<file path="config.mk">
export PLATFORM = sky130hd
export DESIGN_NAME = ccc_sqrt_pipe
export DESIGN_NICKNAME = d
export VERILOG_FILES = /design/src/sv/ccc_pkg.sv /design/src/sv/ccc_sqrt_pipe.sv
export SDC_FILE = /design/constraint.sdc
export NUM_CORES = 2
export LEC_CHECK = 0
export ABC_CLOCK_PERIOD_IN_PS = 4400
export BUFFER_PORTS_ARGS = -buffer_cell sky130_fd_sc_hd__buf_2
export CORE_MARGIN = 2
export CORE_UTILIZATION = 55
export DETAILED_ROUTE_END_ITERATION = 12
export GPL_TIMING_DRIVEN = 0
export PLACE_DENSITY_LB_ADDON = 0.15
export SYNTH_ARGS = -nofsm -noshare
export SYNTH_HDL_FRONTEND = slang
export SYNTH_SLANG_ARGS = --single-unit
export TNS_END_PERCENT = 5
</file>
<file path="constraint.sdc">
create_clock -name i_clk -period 4.4 [get_ports i_clk]
set_clock_uncertainty 0.1 [all_clocks]
set_input_delay 0.88 -clock i_clk [delete_from_list [all_inputs] [get_ports i_clk]]
set_output_delay 0.88 -clock i_clk [all_outputs]
set_load 0.03 [all_outputs]
</file>
<file path="src/sv/ccc_pkg.sv">
package ccc_pkg;

    // fixed geometry of the arithmetic
    localparam int FRAC_BITS   = 30;
    localparam int SQRT_IN_W   = 64;
    localparam int SQRT_OUT_W  = 32;
    localparam int SQRT_STAGES = 32;
    localparam int DIST_W      = 32;
    localparam int SPEC_W      = 31;
    localparam logic [SPEC_W-1:0] SPEC_RESET = 31'd1311;

    // cycles from an accepted start to the result strobe
    localparam int LATENCY = 8 + (FRAC_BITS + 1) + 5 + SQRT_STAGES + 1 + (FRAC_BITS + 1) + 8;

    localparam logic signed [65:0] SYM_MAX  = 66'sd2147483647;
    localparam logic signed [65:0] S32_MIN  = -66'sd2147483648;
    localparam logic signed [65:0] HALF_Q30 = 66'sd536870912;

    typedef struct packed {
        logic [63:0] capsule_end_one;
        logic [63:0] capsule_end_two;
        logic [30:0] capsule_radius;
        logic [63:0] circle_center;
        logic [30:0] circle_radius;
        logic [63:0] pose_a_position;
        logic [63:0] pose_a_rotation;
        logic [63:0] pose_b_position;
        logic [63:0] pose_b_rotation;
    } t_item;

    typedef struct packed {
        logic               contact;
        logic signed [31:0] normal_x;
        logic signed [31:0] normal_y;
        logic signed [31:0] anchor_a_x;
        logic signed [31:0] anchor_a_y;
        logic signed [31:0] anchor_b_x;
        logic signed [31:0] anchor_b_y;
        logic signed [31:0] world_point_x;
        logic signed [31:0] world_point_y;
        logic signed [31:0] separation;
    } t_result;

    // which point of the core segment is nearest
    typedef enum logic [1:0] {
        SEG_P1,
        SEG_P2,
        SEG_MID
    } t_seg_sel;

    // per-item context carried down the pipeline
    typedef struct packed {
        logic signed [31:0] p1x;
        logic signed [31:0] p1y;
        logic signed [31:0] p2x;
        logic signed [31:0] p2y;
        logic        [30:0] ra;
        logic        [30:0] rb;
        logic signed [31:0] pax;
        logic signed [31:0] pay;
        logic signed [31:0] pbx;
        logic signed [31:0] pby;
        logic signed [31:0] ca;
        logic signed [31:0] sa;
        logic signed [31:0] ex;
        logic signed [31:0] ey;
        logic signed [63:0] m0;
        logic signed [63:0] m1;
        logic signed [63:0] m2;
        logic signed [63:0] m3;
        logic signed [63:0] m4;
        logic signed [63:0] m5;
        logic signed [63:0] m6;
        logic signed [63:0] m7;
        logic signed [31:0] wx;
        logic signed [31:0] wy;
        logic signed [31:0] dx;
        logic signed [31:0] dy;
        logic signed [31:0] bx;
        logic signed [31:0] by;
        logic signed [31:0] ux;
        logic signed [31:0] uy;
        logic signed [31:0] qx;
        logic signed [31:0] qy;
        logic        [63:0] ee;
        logic signed [64:0] s1;
        logic signed [64:0] s2;
        t_seg_sel           sel;
        logic        [29:0] t;
        logic signed [31:0] ax;
        logic signed [31:0] ay;
        logic signed [31:0] vx;
        logic signed [31:0] vy;
        logic        [63:0] sq;
        logic        [31:0] dlen;
        logic        [30:0] mvx;
        logic        [30:0] mvy;
        logic               negx;
        logic               negy;
        logic signed [33:0] sep;
        logic               hit;
        logic signed [31:0] nx;
        logic signed [31:0] ny;
        logic signed [35:0] rax;
        logic signed [35:0] ray;
        logic signed [35:0] rbx;
        logic signed [35:0] rby;
        logic signed [31:0] nwx;
        logic signed [31:0] nwy;
        logic signed [36:0] cax;
        logic signed [36:0] cay;
        logic signed [36:0] cbx;
        logic signed [36:0] cby;
        logic signed [31:0] mx;
        logic signed [31:0] my;
        logic signed [31:0] anx;
        logic signed [31:0] anc_y;
    } t_ctx;

    // clamp to the symmetric 32-bit range
    function automatic logic signed [31:0] sym_sat(input logic signed [65:0] x);
        if (x > SYM_MAX) begin
            return 32'sd2147483647;
        end else if (x < -SYM_MAX) begin
            return -32'sd2147483647;
        end
        return x[31:0];
    endfunction

    // clamp to the full signed 32-bit range
    function automatic logic signed [31:0] sat32(input logic signed [65:0] x);
        if (x > SYM_MAX) begin
            return 32'sd2147483647;
        end else if (x < S32_MIN) begin
            return 32'sh80000000;
        end
        return x[31:0];
    endfunction

    // drop 30 fraction bits, rounding half up
    function automatic logic signed [35:0] round30(input logic signed [65:0] x);
        logic signed [65:0] l_sum;
        l_sum = x + HALF_Q30;
        return 36'(l_sum >>> 30);
    endfunction

endpackage

</file>
<file path="src/sv/ccc_sqrt_pipe.sv">
module ccc_sqrt_pipe #(
    parameter int SW = 1
) (
    input  logic                          i_clk,
    input  logic                          i_rst_n,
    input  logic                          i_vld,
    input  logic [ccc_pkg::SQRT_IN_W-1:0] i_n,
    input  logic [SW-1:0]                 i_side,
    output logic                          o_vld,
    output logic [ccc_pkg::SQRT_OUT_W-1:0] o_root,
    output logic [SW-1:0]                 o_side
);
    import ccc_pkg::*;

    // one result bit per stage, digit by digit
    logic [SQRT_STAGES-1:0] r_vld;
    logic [SQRT_IN_W-1:0]   r_op   [0:SQRT_STAGES-1];
    logic [SQRT_IN_W-1:0]   r_res  [0:SQRT_STAGES-1];
    logic [SW-1:0]          r_side [0:SQRT_STAGES-1];
    logic [SQRT_IN_W-1:0]   n_op   [0:SQRT_STAGES-1];
    logic [SQRT_IN_W-1:0]   n_res  [0:SQRT_STAGES-1];
    logic [SW-1:0]          n_side [0:SQRT_STAGES-1];

    always_comb begin
        logic [SQRT_IN_W-1:0] l_op;
        logic [SQRT_IN_W-1:0] l_res;
        logic [SQRT_IN_W-1:0] l_one;
        logic [SQRT_IN_W-1:0] l_try;
        for (int g = 0; g < SQRT_STAGES; g++) begin
            if (g == 0) begin
                l_op      = i_n;
                l_res     = '0;
                n_side[g] = i_side;
            end else begin
                l_op      = r_op[g-1];
                l_res     = r_res[g-1];
                n_side[g] = r_side[g-1];
            end
            l_one = SQRT_IN_W'(1) << (SQRT_IN_W - 2 - 2 * g);
            l_try = l_res + l_one;
            if (l_op >= l_try) begin
                n_op[g]  = l_op - l_try;
                n_res[g] = (l_res >> 1) + l_one;
            end else begin
                n_op[g]  = l_op;
                n_res[g] = l_res >> 1;
            end
        end
    end

    // valid chain
    always_ff @(posedge i_clk) begin
        if (!i_rst_n) begin
            r_vld <= '0;
        end else begin
            r_vld <= {r_vld[SQRT_STAGES-2:0], i_vld};
        end
    end

    // stage payload
    always_ff @(posedge i_clk) begin
        r_op   <= n_op;
        r_res  <= n_res;
        r_side <= n_side;
    end

    assign o_vld  = r_vld[SQRT_STAGES-1];
    assign o_root = r_res[SQRT_STAGES-1][SQRT_OUT_W-1:0];
    assign o_side = r_side[SQRT_STAGES-1];

endmodule

</file>
==> results.md <==
- PwrDens: 672.8 nW/um^2
- Placeable Area: 176500 sq um
- Seq cells post-synth: 2576
- Vias in the first global route: 71390
- CP startpoint kind: flop
- Clock Tree Root: clkbuf_16
- Mean area per synthesized cell: 9.913 sq um
- Crit Path Class: flop to flop
- Num rows: 154
- Worst setup margin: -0.02900 ns
- Pleak: 50.27 nW
- Maximum vdd drop: 506.7 uV
- Largest net degree at the start of global routing: 22
- Die footprint: 181200 sq um
- TritonRoute pass-1 iters: 8
- Final instance area: 111000 sq um
- Cell-by-cell trace of the critical path: inv_1 -> ha_1 -> clkbuf_1 -> nand4_1 -> or4_1 -> nand4b_1 -> o211ai_1 -> a21o_1 -> clkbuf_2 -> o211ai_1 -> nor4_1 -> xor2_2
- Sw Pwr: 25.69 mW
- Crit-path slowest cell: or4_1
- Cells after synthesis: 9865
- Die Ht: 425.7 um
- Clock slew at reported path FFs: 0.06 ns
- Worst hold path class: input port to flop
- Initial antenna violation count: 26
- Highest-count cells in the layout ignoring fill and taps: 2576 x dfxtp_1, 718 x inv_1, 641 x nor2_1, 613 x nand2_1, 608 x a21oi_1
- Vias: 72300
- Drc violations: 0
- Final period utilization: 1.007
- Sequential fraction of the synthesis area: 0.5274
- Setup violators final: 1
- Clock latency at the later pin of the worst-skew pair: 0.90 ns
- Asr flop ratio synth: 0
- Slew headroom: 0.1206
- Ys flop type: dfxtp_1
- Longest Clk Path Bufs: 3
- Setup Buffers After CTS: 0
- Placement Cell Area: 101200 sq um
- Critical path arrival: 5.06 ns
- Global-route wire length before repair: 414800 um
- Failing checks: setup timing
- Total Neg Setup Slack: -0.02900 ns
- CP most frequent cell: o211ai_1
- Initial Utilization: 0.5540
- Comb pwr share: 0.252
- Area Growth Syn to Fin: 13.50%
- Layout fillers: 14630
- Part of the power in registers: 0.451
- Final hold violations: 0
- Post-synth EDFFs: 0
- I/O pins: 102
- Total gr overflow: 0
- H-Tree Depth: 4
- # Max-Cap Violations: 0
- Final worst path period need: 4.429 ns
- All-layer global routing usage: 0.2952
- Synthesized area: 97790 sq um
- Routed wire per std cell: 21.21 um
- Least-Margin Pin Slew: 1.307 ns
- Crit-path max FO: 10
- Detailed placement HPWL: 216400 um
- Fin. max-slew vios: 0
- Iteration-0 DRC Markers: 5936
- Chip Width: 425.7 um
- Total Wirelength: 272100 um
- Final ANT Viol Nets: 0
- Synthesis Warnings: 0
- Synth unique cells: 97
- Port buffer count: 101
- CTS tree: built
- Layout cell share with drive strength beyond 1: 0.06971
- Leading cell type in the layout, fill and taps excluded: dfxtp_1
- P_int: 48.98 mW
- Status: finished, violations left
- Largest stage delay, worst path: 0.70 ns
- Req. time, crit path: 5.03 ns
- Fin util: 0.6288
- Switch share: 0.3440
- Number of buffers created by CTS: 241
- Vias per std cell: 5.635
- Unrepaired setup endpoints after global routing: true
- Gp weighted congestion: 0.9743
- Clk sinks: 2576
- Max Clk Rate: 225.8 MHz
- Endpoint class of the critical path: flop
- Final #Nets: 10900
- Post-Syn Nets: 10490
- Clk pwr share: 0.297
-- synthesized netlist by cell type, drive strengths merged (52+ instances only) --
library cell,n,area [sq um]
o21a,93,698.2
mux2,56,630.6
o21ai,462,2312
ha,558,6982
a31oi,52,325.3
nand2b,121,757.0
a21oi,615,3097
nor2,642,2410
inv,720,2703
and2,74,463.0
a21o,231,1734
or3,111,699.4
nor4,338,2145
clkbuf,163,611.8
nor3,279,1406
nor2b,69,431.7
xnor2,494,4327
dfxtp,2576,51570
nand4,171,1070
o21bai,70,525.5
nand3,169,845.8
nand2,614,2307
or4,70,525.5
nor4b,54,473.0
o31ai,60,450.4
xor2,380,3328
-- worst max-delay path: cells and delay by family, from the launching register on --
kind / cells / cell delay (ns)
AO/OA/AOI/OAI: 3 / 0.62
XOR/XNOR: 1 / 0.62
adder cells (fa/ha/maj): 1 / 0.26
buffers and inverters: 3 / 0.62
flip-flops: 1 / 0.38
AND/OR/NAND/NOR: 4 / 1.62
-- state kept, by name, summed over array words and instances, names as in the netlist --
signal,count
o_side,1
n_side,31
r_vld,32
r_res,496
o_root,32
r_op,1984
-- per-stage QoR --
step	hold WS, ns	instances	total power [mW]	setup WS (ns)
6_report	0.1228	12830	74.67	-0.02900
5_1_grt	0.08290	12830	78.27	-0.08824
3_5_place_dp	0.2128	12310	52.29	-0.6443
4_1_cts	0.05185	12830	74.52	-0.3314
2_1_floorplan	0.2096	9865	45.09	1.044
3_3_place_gp	0.2106	12310	52.07	-0.7739
-- final timing paths --
check | startpoint | to | slack [ns] | cells after the start
max | r_res[539]$_DFF_P_ | r_op[499]$_DFF_P_ | -0.03 | 12
min | i_vld | r_vld[0]$_SDFF_PN0_ | 0.12 | 2
max reg2reg | r_res[539]$_DFF_P_ | r_op[499]$_DFF_P_ | -0.03 | 12
min reg2reg | r_res[601]$_DFF_P_ | r_res[536]$_DFF_P_ | 0.20 | 0
-- cells by family after synthesis --
| group | synth area share |
|---|---|
| AOI/OAI and AO/OA | 0.1229 |
| xor gates and xnor gates | 0.07828 |
| adders and majority gates | 0.07140 |
| buffers and inverters | 0.03634 |
| DFF | 0.5274 |
| muxes | 0.007677 |
| and+or+nand+nor | 0.1561 |
-- power by group through the flow --
stage	logic, mW	clock network (mW)	registers (mW)
floorplan	13.5	0	31.5
global placement	18.2	0	33.9
detailed placement	18.3	0	34.0
CTS	18.5	22.5	33.5
global route	20.7	23.5	34.1
finish	18.8	22.2	33.7
-- timing repair --
item | in CTS | in global routing
hold endpoints to repair | 63 | 0
pin swaps | 0 | 1
endpoints found under the setup margin | 128 | 123
resized for setup | 16 | 38
hold buffers | 63 | 0
-- per-layer routing --
metal / global-route usage / up-vias / share of wire
li1: - / 35260 / -
met1: 0.3620 / 34210 / 0.42
met2: 0.5117 / 2212 / 0.48
met3: 0.04636 / 604 / 0.056
met4: 0.1290 / 10 / 0.046
met5: 0 / - / 0.00031
-- layout make-up --
| cell class | instances | area (sq um) | area share |
|---|---|---|---|
| Multi-Input combinational cell | 6355 | 42970 | 0.3872 |
| Clock buffer | 310 | 6750 | 0.06082 |
| Antenna cell | 4 | 10.01 | 0.00009019 |
| Buffer | 212 | 850.8 | 0.007666 |
| Tap cell | 2340 | 2928 | 0.02638 |
| Inverter | 722 | 2710 | 0.02442 |
| Sequential cell | 2576 | 51570 | 0.4646 |
| Timing Repair Buffer | 165 | 1147 | 0.01034 |
| Clock inverter | 146 | 2048 | 0.01845 |
No activity file was read; power rests on OpenSTA's default activity.
